==> src/sv/spq_pkg.sv <==
// ----------------------------------------------------------------------------
// spq_pkg: shared types and constants for the stable priority queue
// Sizes, request and status codes, entry layout and the ring-address helper.
// ----------------------------------------------------------------------------
package spq_pkg;

  localparam int DEPTH      = 16;
  localparam int TAG_BITS   = 16;
  localparam int LEVEL_BITS = 4;

  // Slot index into storage, and fill count that can hold DEPTH itself
  localparam int IDX_W = $clog2(DEPTH);
  localparam int CNT_W = $clog2(DEPTH + 1);

  // Stream data widths, padded to whole bytes
  localparam int IN_DATA_W  = ((LEVEL_BITS + TAG_BITS + 7) / 8) * 8;
  localparam int OUT_DATA_W = ((TAG_BITS + LEVEL_BITS + 1 + 7) / 8) * 8;

  typedef enum logic {
    CMD_ENQ = 1'b0,
    CMD_DEQ = 1'b1
  } cmd_e;

  typedef enum logic [1:0] {
    ST_DONE  = 2'd0,
    ST_EMPTY = 2'd1,
    ST_FULL  = 2'd2
  } status_e;

  typedef struct packed {
    logic [LEVEL_BITS-1:0] level;
    logic [TAG_BITS-1:0]   tag;
  } entry_t;

  // Storage port request from the sequencer
  typedef struct packed {
    logic             we;
    logic [IDX_W-1:0] waddr;
    entry_t           wdata;
    logic [IDX_W-1:0] raddr;
  } ram_req_t;

  // Finished result handed to the output register
  typedef struct packed {
    logic                  valid;
    status_e               status;
    logic [TAG_BITS-1:0]   tag;
    logic [LEVEL_BITS-1:0] level;
    logic                  empty;
  } rsp_t;

  // Physical slot of logical position ofs behind the ring head
  function automatic logic [IDX_W-1:0] wrap_add(logic [IDX_W-1:0] head,
                                                logic [IDX_W-1:0] ofs);
    logic [IDX_W:0] sum;
    sum = {1'b0, head} + {1'b0, ofs};
    if (sum >= (IDX_W+1)'(DEPTH)) begin
      sum = sum - (IDX_W+1)'(DEPTH);
    end
    return sum[IDX_W-1:0];
  endfunction

endpackage

==> src/sv/spq_ram.sv <==
// ----------------------------------------------------------------------------
// spq_ram: generic single-write, single-read memory
// One write port and one read port with registered read data.
// ----------------------------------------------------------------------------
module spq_ram #(
  parameter int WIDTH = 8,
  parameter int DEPTH = 16
) (
  input  logic                     clk_i,
  input  logic                     we_i,
  input  logic [$clog2(DEPTH)-1:0] waddr_i,
  input  logic [WIDTH-1:0]         wdata_i,
  input  logic [$clog2(DEPTH)-1:0] raddr_i,
  output logic [WIDTH-1:0]         rdata_o
);

  logic [WIDTH-1:0] mem_q [DEPTH];

  // Write and registered read
  always_ff @(posedge clk_i) begin
    if (we_i) begin
      mem_q[waddr_i] <= wdata_i;
    end
    rdata_o <= mem_q[raddr_i];
  end

endmodule

==> src/sv/spq_ctrl.sv <==
// ----------------------------------------------------------------------------
// spq_ctrl: sequencer for the stable priority queue
// Keeps the sorted entries in a ring; an enqueue walks back from the tail,
// moving each entry with a higher level up one slot through one shared
// comparator, then drops the new entry into the gap.
// ----------------------------------------------------------------------------
module spq_ctrl
  import spq_pkg::*;
(
  input  logic                  clk_i,
  input  logic                  rst_ni,
  input  logic                  req_valid_i,
  output logic                  req_ready_o,
  input  cmd_e                  req_cmd_i,
  input  logic [LEVEL_BITS-1:0] req_level_i,
  input  logic [TAG_BITS-1:0]   req_tag_i,
  output rsp_t                  rsp_o,
  input  logic                  rsp_ready_i,
  output ram_req_t              ram_o,
  input  entry_t                ram_rdata_i
);

  typedef enum logic [2:0] {
    S_IDLE,
    S_DEQ,
    S_CMP,
    S_INS,
    S_DONE
  } state_e;

  state_e                state_q;
  logic [IDX_W-1:0]      head_q;
  logic [CNT_W-1:0]      count_q;
  logic [IDX_W-1:0]      idx_q;
  logic [LEVEL_BITS-1:0] lvl_q;
  logic [TAG_BITS-1:0]   tag_q;
  status_e               res_status_q;
  logic [TAG_BITS-1:0]   res_tag_q;
  logic [LEVEL_BITS-1:0] res_level_q;

  logic                  accept;
  logic                  is_empty;
  logic                  is_full;
  logic                  move_up;
  logic [IDX_W-1:0]      rd_ofs;
  entry_t                new_entry;

  assign req_ready_o = (state_q == S_IDLE);
  assign accept      = req_valid_i && req_ready_o;
  assign is_empty    = (count_q == '0);
  assign is_full     = (count_q == CNT_W'(DEPTH));

  // Shared comparator: stored entry ranks after the new one
  assign move_up = (ram_rdata_i.level > lvl_q);

  // Drive storage port
  always_comb begin
    if (state_q == S_IDLE) begin
      rd_ofs = (req_cmd_i == CMD_DEQ) ? '0 : IDX_W'(count_q - 1'b1);
      new_entry.level = req_level_i;
      new_entry.tag   = req_tag_i;
    end else begin
      rd_ofs = IDX_W'(idx_q - 1'b1);
      new_entry.level = lvl_q;
      new_entry.tag   = tag_q;
    end
    ram_o.raddr = wrap_add(head_q, rd_ofs);
    ram_o.we    = 1'b0;
    ram_o.waddr = head_q;
    ram_o.wdata = new_entry;
    case (state_q)
      S_IDLE: begin
        ram_o.we = accept && (req_cmd_i == CMD_ENQ) && is_empty;
      end
      S_CMP: begin
        ram_o.we    = 1'b1;
        ram_o.waddr = wrap_add(head_q, IDX_W'(idx_q + 1'b1));
        ram_o.wdata = move_up ? ram_rdata_i : new_entry;
      end
      S_INS: begin
        ram_o.we = 1'b1;
      end
      default: begin
        ram_o.we = 1'b0;
      end
    endcase
  end

  // Sequencer and result registers
  always_ff @(posedge clk_i or negedge rst_ni) begin
    if (!rst_ni) begin
      state_q      <= S_IDLE;
      head_q       <= '0;
      count_q      <= '0;
      idx_q        <= '0;
      lvl_q        <= '0;
      tag_q        <= '0;
      res_status_q <= ST_DONE;
      res_tag_q    <= '0;
      res_level_q  <= '0;
    end else begin
      case (state_q)
        S_IDLE: begin
          if (accept) begin
            lvl_q        <= req_level_i;
            tag_q        <= req_tag_i;
            res_status_q <= ST_DONE;
            res_tag_q    <= '0;
            res_level_q  <= '0;
            if (req_cmd_i == CMD_DEQ) begin
              if (is_empty) begin
                res_status_q <= ST_EMPTY;
                state_q      <= S_DONE;
              end else begin
                state_q <= S_DEQ;
              end
            end else if (is_full) begin
              res_status_q <= ST_FULL;
              state_q      <= S_DONE;
            end else if (is_empty) begin
              count_q <= count_q + 1'b1;
              state_q <= S_DONE;
            end else begin
              idx_q   <= IDX_W'(count_q - 1'b1);
              state_q <= S_CMP;
            end
          end
        end
        S_DEQ: begin
          // Front entry is on the read port; advance the head
          res_tag_q   <= ram_rdata_i.tag;
          res_level_q <= ram_rdata_i.level;
          head_q      <= wrap_add(head_q, IDX_W'(1));
          count_q     <= count_q - 1'b1;
          state_q     <= S_DONE;
        end
        S_CMP: begin
          if (move_up) begin
            if (idx_q == '0) begin
              state_q <= S_INS;
            end else begin
              idx_q <= idx_q - 1'b1;
            end
          end else begin
            count_q <= count_q + 1'b1;
            state_q <= S_DONE;
          end
        end
        S_INS: begin
          count_q <= count_q + 1'b1;
          state_q <= S_DONE;
        end
        S_DONE: begin
          if (rsp_ready_i) begin
            state_q <= S_IDLE;
          end
        end
        default: begin
          state_q <= S_IDLE;
        end
      endcase
    end
  end

  assign rsp_o.valid  = (state_q == S_DONE);
  assign rsp_o.status = res_status_q;
  assign rsp_o.tag    = res_tag_q;
  assign rsp_o.level  = res_level_q;
  assign rsp_o.empty  = is_empty;

endmodule

==> src/sv/stable_priority_queue.sv <==
// ----------------------------------------------------------------------------
// stable_priority_queue: bounded stable priority queue
// Lower level served first, equal levels in arrival order; one result per
// request.
// ----------------------------------------------------------------------------
//  channel  | dir | tdata (low bit up)                 | tuser
//  s_axis   | in  | level, tag                         | cmd
//  m_axis   | out | out_tag, out_level, is_empty       | status
//
//  An enqueue walks back one slot per cycle through the level comparator
//  and the storage read port; a dequeue reads the front entry and advances
//  the head; full or empty requests go straight to their result. Reset clears
//  the fill count and ring head only; storage needs no clearing pass. A new
//  request is taken once the previous result has moved to the output register,
//  which holds it while m_axis stalls.
// ----------------------------------------------------------------------------
module stable_priority_queue
  import spq_pkg::*;
(
  input  logic                  clk_i,
  input  logic                  rst_ni,
  input  logic                  s_axis_tvalid,
  output logic                  s_axis_tready,
  input  logic [IN_DATA_W-1:0]  s_axis_tdata,   // level, tag
  input  logic                  s_axis_tuser,   // cmd
  output logic                  m_axis_tvalid,
  input  logic                  m_axis_tready,
  output logic [OUT_DATA_W-1:0] m_axis_tdata,   // out_tag, out_level, is_empty
  output logic [1:0]            m_axis_tuser    // status
);

  rsp_t     rsp;
  logic     rsp_ready;
  ram_req_t ram_req;
  entry_t   ram_rdata;
  cmd_e     req_cmd;

  logic                  out_valid_q;
  status_e               out_status_q;
  logic [TAG_BITS-1:0]   out_tag_q;
  logic [LEVEL_BITS-1:0] out_level_q;
  logic                  out_empty_q;

  assign req_cmd = cmd_e'(s_axis_tuser);

  spq_ctrl u_ctrl (
    .clk_i       (clk_i),
    .rst_ni      (rst_ni),
    .req_valid_i (s_axis_tvalid),
    .req_ready_o (s_axis_tready),
    .req_cmd_i   (req_cmd),
    .req_level_i (s_axis_tdata[LEVEL_BITS-1:0]),
    .req_tag_i   (s_axis_tdata[LEVEL_BITS+TAG_BITS-1:LEVEL_BITS]),
    .rsp_o       (rsp),
    .rsp_ready_i (rsp_ready),
    .ram_o       (ram_req),
    .ram_rdata_i (ram_rdata)
  );

  spq_ram #(
    .WIDTH ($bits(entry_t)),
    .DEPTH (DEPTH)
  ) u_ram (
    .clk_i   (clk_i),
    .we_i    (ram_req.we),
    .waddr_i (ram_req.waddr),
    .wdata_i (ram_req.wdata),
    .raddr_i (ram_req.raddr),
    .rdata_o (ram_rdata)
  );

  // Output register: load when empty or being drained
  assign rsp_ready = !out_valid_q || m_axis_tready;

  always_ff @(posedge clk_i or negedge rst_ni) begin
    if (!rst_ni) begin
      out_valid_q <= 1'b0;
    end else if (rsp_ready) begin
      out_valid_q <= rsp.valid;
    end
  end

  always_ff @(posedge clk_i) begin
    if (rsp_ready && rsp.valid) begin
      out_status_q <= rsp.status;
      out_tag_q    <= rsp.tag;
      out_level_q  <= rsp.level;
      out_empty_q  <= rsp.empty;
    end
  end

  // Pack result fields
  always_comb begin
    m_axis_tdata = '0;
    m_axis_tdata[TAG_BITS-1:0]                   = out_tag_q;
    m_axis_tdata[TAG_BITS+LEVEL_BITS-1:TAG_BITS] = out_level_q;
    m_axis_tdata[TAG_BITS+LEVEL_BITS]            = out_empty_q;
  end

  assign m_axis_tvalid = out_valid_q;
  assign m_axis_tuser  = out_status_q;

`ifndef SYNTH
  // Sequencer keeps its result until the output register takes it
  a_rsp_held: assert property (@(posedge clk_i) disable iff (!rst_ni)
    rsp.valid && !rsp_ready |=> rsp.valid)
    else $error("result dropped before transfer");

  // No new request while a result is pending
  a_no_overlap: assert property (@(posedge clk_i) disable iff (!rst_ni)
    s_axis_tready |-> !rsp.valid)
    else $error("request taken with result pending");

  // A dequeue on empty returns nothing and reports empty
  a_empty_rsp: assert property (@(posedge clk_i) disable iff (!rst_ni)
    rsp.valid && rsp.status == ST_EMPTY |-> rsp.empty && rsp.tag == '0
                                            && rsp.level == '0)
    else $error("empty status with payload");

  // A dropped enqueue can only happen on a full queue
  a_full_rsp: assert property (@(posedge clk_i) disable iff (!rst_ni)
    rsp.valid && rsp.status == ST_FULL |-> !rsp.empty)
    else $error("full status on empty queue");
`endif

endmodule

==> config.mk <==
export PLATFORM = sky130hd
export DESIGN_NAME = stable_priority_queue
export DESIGN_NICKNAME = d
export VERILOG_FILES = /design/src/sv/spq_pkg.sv /design/src/sv/spq_ram.sv /design/src/sv/spq_ctrl.sv /design/src/sv/stable_priority_queue.sv
export SDC_FILE = /design/constraint.sdc
export NUM_CORES = 1
export LEC_CHECK = 0
export ABC_AREA = 1
export ABC_CLOCK_PERIOD_IN_PS = 3600
export BUFFER_PORTS_ARGS = -buffer_cell sky130_fd_sc_hd__buf_2
export CAP_MARGIN = 10
export CORE_ASPECT_RATIO = 0.6
export CORE_MARGIN = 2
export CORE_UTILIZATION = 50
export DETAILED_ROUTE_END_ITERATION = 8
export HOLD_SLACK_MARGIN = 0.05
export PLACE_DENSITY = 0.66
export SYNTH_ARGS = -nofsm -noshare
export SYNTH_HDL_FRONTEND = slang
export SYNTH_SLANG_ARGS = --single-unit
export TNS_END_PERCENT = 30
==> constraint.sdc <==
create_clock -name clk_i -period 3.6 [get_ports clk_i]
set_clock_uncertainty 0.05 [all_clocks]
set_input_delay 0.36 -clock clk_i [delete_from_list [all_inputs] [get_ports clk_i]]
set_output_delay 0.36 -clock clk_i [all_outputs]
set_load 0.02 [all_outputs]
* Word level (Yosys, flattened, before mapping)
Memory sizes are Yosys's and may differ from the RTL's. A register that Yosys moved wholly into a read port is not among the register bits. Cells that the tools add are included.
Storage, ports and cells: register bits after elaboration 82, latch bits 0, RAM bits 320, bits in read-only memories 0, output and inout bits 28, word-level logic and storage cells 104, memories 1
Memories:
- u_ram.mem_q | words 16, bits a word 20, read ports 1, clocked after memory_dff 1, wr ports 1, RTL line spq_ram.sv:17 | logic [WIDTH-1:0] mem_q [DEPTH];
Operators by class: add/subtract/negate cells 10, multiply operators 0, div/mod/pow operators 0, order comparisons 4, eq/ne operators 15, shift-type cells 0, multiplexer cells 40, bitwise operators 1, reductions and logical operators 19
Operators by type and width (count):
- 4-bit two-way mux | 12
- 20-bit two-way mux | 2
- 16-bit case mux with 2 select lines | 1
- 5-bit two-way mux | 5
- 24-bit two-way mux | 1
- 3-bit two-way mux | 8
- 5-bit case mux with 4 select lines | 1
- 16-bit two-way mux | 1
- 4-bit case mux with 2 select lines | 2
- 4-bit by 1-bit subtractor with 4-bit output, second input constant | 4
- 5-bit greater-or-equal comparator, second input constant | 3
- 2-bit != test, second input constant | 7
- 3-bit case mux with 4 select lines | 1
- 4-bit by 4-bit adder with 5-bit output | 2
- 7-bit AND reduction | 1
- 3-bit by 2-bit == test with 1-bit output, second input constant | 2
- 6-bit AND reduction | 1
- 4-bit by 1-bit adder with 5-bit output, second input constant | 1
- 5-bit by 1-bit adder with 5-bit output, second input constant | 1
- 5-bit == test, second input constant | 1
- 5-bit logical NOT | 1
- 5-bit by 1-bit subtractor with 5-bit output, second input constant | 1
- 4-bit by 1-bit adder with 4-bit output, second input constant | 1
- 4-bit > comparator | 1
- other kinds (18) | 28

* Longest topological paths before layout
word-level depth 7, depth in mapped cells 19, mapped depth without buffers 15

* Cells and area by module
Synthesis repeated with hierarchy kept, for this count alone.
Unflattened totals: cells, all modules 1879, area, all modules 18723.0 µm²
Modules (own cells, without submodules):
- spq_ram | instances 1, cells an instance 1336, area each 14192.4 µm², sequential area each 10009.6 µm²
- spq_ctrl | instances 1, cells an instance 509, area each 3761.1 µm², sequential area each 1451.4 µm²
- stable_priority_queue | instances 1, cells an instance 34, area each 769.5 µm², sequential area each 715.7 µm²

* Worst setup path after synthesis
No wires, ideal clock.
path type flip-flop to flip-flop, start point reg u_ctrl.idx_q[0], end point mem u_ram.mem_q[2][0] (netlist name), enable pin, setup time 0.397 ns, arrival 2.626 ns, data required time 3.153 ns, path slack 0.528 ns, cell stages (with the launch flop) 8, path through dfrtp_1 > inv_1 > ha_1 > inv_1 > fa_1 > o21ai_4 > nand3_2 > nor2_1
On the way: word-level cells in the longest chain between the ends 5, elaborated cells on any way between the ends 6, classes of those cells add/sub: 3; order compare: 1; mux: 2
Ends and longest elaborated chain:
- start, declared | RTL line spq_ctrl.sv:34 | logic [IDX_W-1:0] idx_q;
- start signal, assigned | RTL line spq_ctrl.sv:124 | idx_q <= IDX_W'(count_q - 1'b1);
- start signal, assigned | RTL line spq_ctrl.sv:142 | idx_q <= idx_q - 1'b1;
- 4-bit by 1-bit adder with 4-bit output * | RTL line spq_ctrl.sv:77 | ram_o.waddr = wrap_add(head_q, IDX_W'(idx_q + 1'b1));
- 4-bit by 4-bit adder with 5-bit output * | RTL line spq_pkg.sv:56 | sum = {1'b0, head} + {1'b0, ofs};
- 4-bit by 1-bit subtractor with 4-bit output / 5-bit greater-or-equal comparator (equally long branches) | RTL line spq_pkg.sv:58, spq_pkg.sv:57
- 4-bit two-way mux * | RTL line spq_pkg.sv:57 | if (sum >= (IDX_W+1)'(DEPTH)) begin
- 24-bit two-way mux * | RTL line spq_ctrl.sv:71 | case (state_q)
- end, declared | RTL line spq_ram.sv:17
Every way passes the cells marked *; elsewhere a longest branch is shown, timed or not.

* Worst setup path in the final report
start point reg u_ctrl.state_q[1], end point reg u_ram.rdata_o[13] (read register of u_ram.mem_q)
On the way: word-level cells in the longest chain between the ends 5, elaborated cells on any way between the ends 6, classes of those cells add/sub: 2; order compare: 1; mux: 2; reduce/logical: 1
Ends and longest elaborated chain:
- start, declared | RTL line spq_ctrl.sv:31 | state_e state_q;
- start signal, assigned | RTL line spq_ctrl.sv:92 | state_q <= S_IDLE;
- start signal, assigned | RTL line spq_ctrl.sv:113 | state_q <= S_DONE;
- start signal, assigned | RTL line spq_ctrl.sv:115 | state_q <= S_DEQ;
- 3-bit logical NOT * | RTL line spq_ctrl.sv:58 | if (state_q == S_IDLE) begin
- 4-bit two-way mux * | RTL line spq_ctrl.sv:58
- 4-bit by 4-bit adder with 5-bit output * | RTL line spq_pkg.sv:56
- 4-bit by 1-bit subtractor with 4-bit output / 5-bit greater-or-equal comparator (equally long branches) | RTL line spq_pkg.sv:58, spq_pkg.sv:57
- 4-bit two-way mux * | RTL line spq_pkg.sv:57
- end, declared | RTL line spq_ram.sv:14 | output logic [WIDTH-1:0] rdata_o
Marks and branches as above. A chain may end at the register's enable or synchronous reset.

==> impl_metrics.yaml <==
timing:
  timing.final.crit_share_pct: 92.1
  hold_viol: 0
  max_slew_margin_pct: 16.9
  fmax_ghz: 0.302
  rsz0062_at_grt: "false"
  final.setup.worst_slack_ns: 0.285
  drv_slew: 0
  setup_viol: 0
  fin_tns_setup_ns: 0
  fin_crit_ns: 3.32
  tightest_slew_ns: 1.24
floorplanning:
  ios: 57
  start_util_pct: 50.8
  num_rows: 53
  die_w_um: 248
  die_height_um: 150
  core_mm2: 0.0351
  die_area_mm2: 0.0372
cts:
  clk_pin_slew_worst_paths_ns: 0.07
  cts_setup_buffers: 0
  cts-root-buf: "clkbuf_16"
  htree_levels: 2
  cts_sinks: 422
  clock_path_buffers: 3
  cts_tree: "yes"
  cts_made_buffers: 38
  insertion_delay_ns: 0.54
cells_and_area:
  layout_common_cells: "343 x edfxtp_1, 266 x nand2_1, 249 x nor2_1"
  fillCellCount: 2857
  drive_gt1_share_pct: 14.4
  final_common_cell: "edfxtp_1"
  syn_to_final_growth_pct: 13.7
  fin_nets: 1715
  layout.cells.non_filler: 2164
  n_antenna_cell: 0
  design_area_mm2: 0.0203
place:
  hpwl_um: 26100
  placed_area_mm2: 0.0189
  gp_congestion: 0.838
  dpl.cell_count: 2084
  dp_slack_ns: 0.239
  io_buffers: 49
routing:
  dr.first_iter.drc_count: 1241
  ant_nets: 0
  met3_length_um: 3380
  vias_per_cell: 5.54
  topRoutingLayerUsed: "met4"
  met2_length_um: 17800
  routed_wl_um: 42800
  drc: 0
  drt-met1-wl_um: 20700
  wl_per_cell_um: 19.8
  dr.pass1.iters: 5
  via_count: 11991
critical_path:
  crit_arrival_ns: 3.72
  crit_fanout: 26
  cp-end-kind: "flop"
  startpoint: "u_ctrl.state_q[1]$_DFFE_PN0P_"
  cp-start-kind: "flop"
  worstPathRequired_ns: 4.01
  critPathKind: "reg2reg"
  r2r_start: "u_ctrl.state_q[1]$_DFFE_PN0P_"
synth:
  syn_area_mm2: 0.0178
  postSynthCellCount: 1601
  synthFlopType: "edfxtp_1"
  synth_edf_count: 343
  async_reset_ff_share_pct: 14.0
  synth_seq_area_share_pct: 68.3
  synth_seq_cells: 422
  synth.avg_cell_area_um2: 11.1
  yosysWarnings: 0
  synth.distinct_cells: 41
job:
  max_cap_violations: 0
global_route:
  grt.total_usage_pct: 23.3
  grt_max_degree: 110
  antenna_found_initial: 0
  grt_overflow: 0
  grt_pass1_vias: 11147
  grt_pass1_wl_um: 65100
min_path:
  hold_path.class: "in2reg"
  hold_start: "s_axis_tdata[8]"
outcome:
  outcome: "completed"
==> cell usage after synthesis, types with 2 or more instances <==
| cell | instances | share of area, % |
|---|---|---|
| o21ai_1 | 81 | 2.3 |
| nand4_1 | 6 | 0.21 |
| nand3_1 | 64 | 1.8 |
| nand2_4 | 3 | 0.19 |
| nor2_1 | 266 | 5.6 |
| dfrtp_1 | 59 | 8.3 |
| o211ai_1 | 7 | 0.29 |
| o21ai_2 | 3 | 0.15 |
| edfxtp_1 | 343 | 58 |
| o211ai_2 | 14 | 0.98 |
| nand2_1 | 266 | 5.6 |
| nor2_2 | 4 | 0.14 |
| buf_6 | 7 | 0.44 |
| inv_1 | 70 | 1.5 |
| clkbuf_2 | 2 | 0.056 |
| clkbuf_1 | 36 | 0.76 |
| buf_1 | 2 | 0.042 |
| nor2_4 | 6 | 0.38 |
| fa_1 | 2 | 0.22 |
| buf_4 | 18 | 0.76 |
| a21oi_1 | 10 | 0.28 |
| xor2_1 | 10 | 0.49 |
| o21ai_0 | 227 | 6.4 |
| ha_1 | 16 | 1.1 |
| o22ai_1 | 2 | 0.070 |
| nand2_2 | 6 | 0.21 |
| xnor2_1 | 3 | 0.15 |
| dfxtp_1 | 20 | 2.2 |
| nand3_2 | 2 | 0.11 |
| inv_2 | 7 | 0.15 |
| buf_2 | 29 | 0.81 |
==> kinds of logic (layout without fill, tap and decap cells) <==
group / Yosys count / count (layout) / synth area share, %
buffers and inverters: 172 / 266 / 4.53
XOR/XNOR: 13 / 13 / 0.639
adder cells (fa/ha/maj): 18 / 18 / 1.35
other: 1 / 3 / 0.0210
AND/OR/NAND/NOR: 626 / 626 / 14.4
flip-flops: 422 / 422 / 68.3
AO/OA/AOI/OAI: 349 / 349 / 10.8
==> worst max-delay path, stage by stage (launching register included) <==
cell	delay, ns
dfrtp_1	0.45
nor2_2	0.17
nand2_4	0.10
nor2_4	0.13
inv_1	0.10
o22ai_2	0.15
ha_4	0.16
inv_1	0.05
fa_4	0.84
buf_12	0.19
buf_12	0.19
o21ai_0	0.10
o21ai_1	0.15
nand2_1	0.08
nand2_1	0.07
nand3_1	0.08
nand2_1	0.15
==> through the flow <==
stage / utilization, % / hold slack (ns)
floorplan: - / 0.0144
global placement: 53.8 / 0.385
detailed placement: 53.8 / 0.382
CTS: 57.8 / 0.0538
global route: 57.8 / 0.0614
finish: 57.8 / 0.0666
==> registers in the layout, summed over array words and instances, names as in the netlist <==
register,count
out_level_q,4
u_ctrl.res_tag_q,16
u_ctrl.tag_q,16
out_tag_q,16
m_axis_tuser,2
u_ctrl.lvl_q,4
u_ram.mem_q,320
u_ctrl.res_status_q,2
u_ctrl.res_level_q,4
u_ctrl.state_q,3
u_ram.rdata_o,20
u_ctrl.count_q,5
m_axis_tvalid,1
out_empty_q,1
u_ctrl.head_q,4
u_ctrl.idx_q,4
==> layer usage <==
metal,GRT usage [%],up-vias
met5,0,-
met4,6.02,0
met3,3.76,60
met2,32.2,418
met1,37.7,5868
li1,-,5645
==> path summary, 6_finish.rpt <==
kind | to | slack [ns] | depth (start not counted)
max | u_ram.rdata_o[13]$_DFF_P_ | 0.28 | 16
min | u_ctrl.tag_q[4]$_DFFE_PN0P_ | 0.07 | 3
max reg2reg | u_ram.rdata_o[13]$_DFF_P_ | 0.28 | 16
min reg2reg | out_tag_q[7]$_DFFE_PP_ | 0.40 | 0
max in group asynchronous | u_ctrl.head_q[2]$_DFFE_PN0P_ | 2.20 | 3
min in group asynchronous | u_ctrl.tag_q[15]$_DFFE_PN0P_ | 0.47 | 2
==> area by class of cell <==
| type | instances | area (µm²) | share of cell area, % |
|---|---|---|---|
| clock buffer | 43 | 1030 | 5.09 |
| tap | 467 | 584 | 2.88 |
| sequential | 422 | 12200 | 60.1 |
| inverter | 78 | 298 | 1.47 |
| timing repair buffer | 119 | 986 | 4.86 |
| clock inverter | 26 | 255 | 1.26 |
| multi-input combinational | 1009 | 4940 | 24.4 |
==> repair_timing <==
action,CTS,global route
setup endpoints to repair,0,2
hold buffers,11,0
hold endpoints to repair,52,0
gates resized for setup,0,1
Power is not shown: default switching activity piles up to over one toggle a cycle in this logic, so the estimate is an artifact.
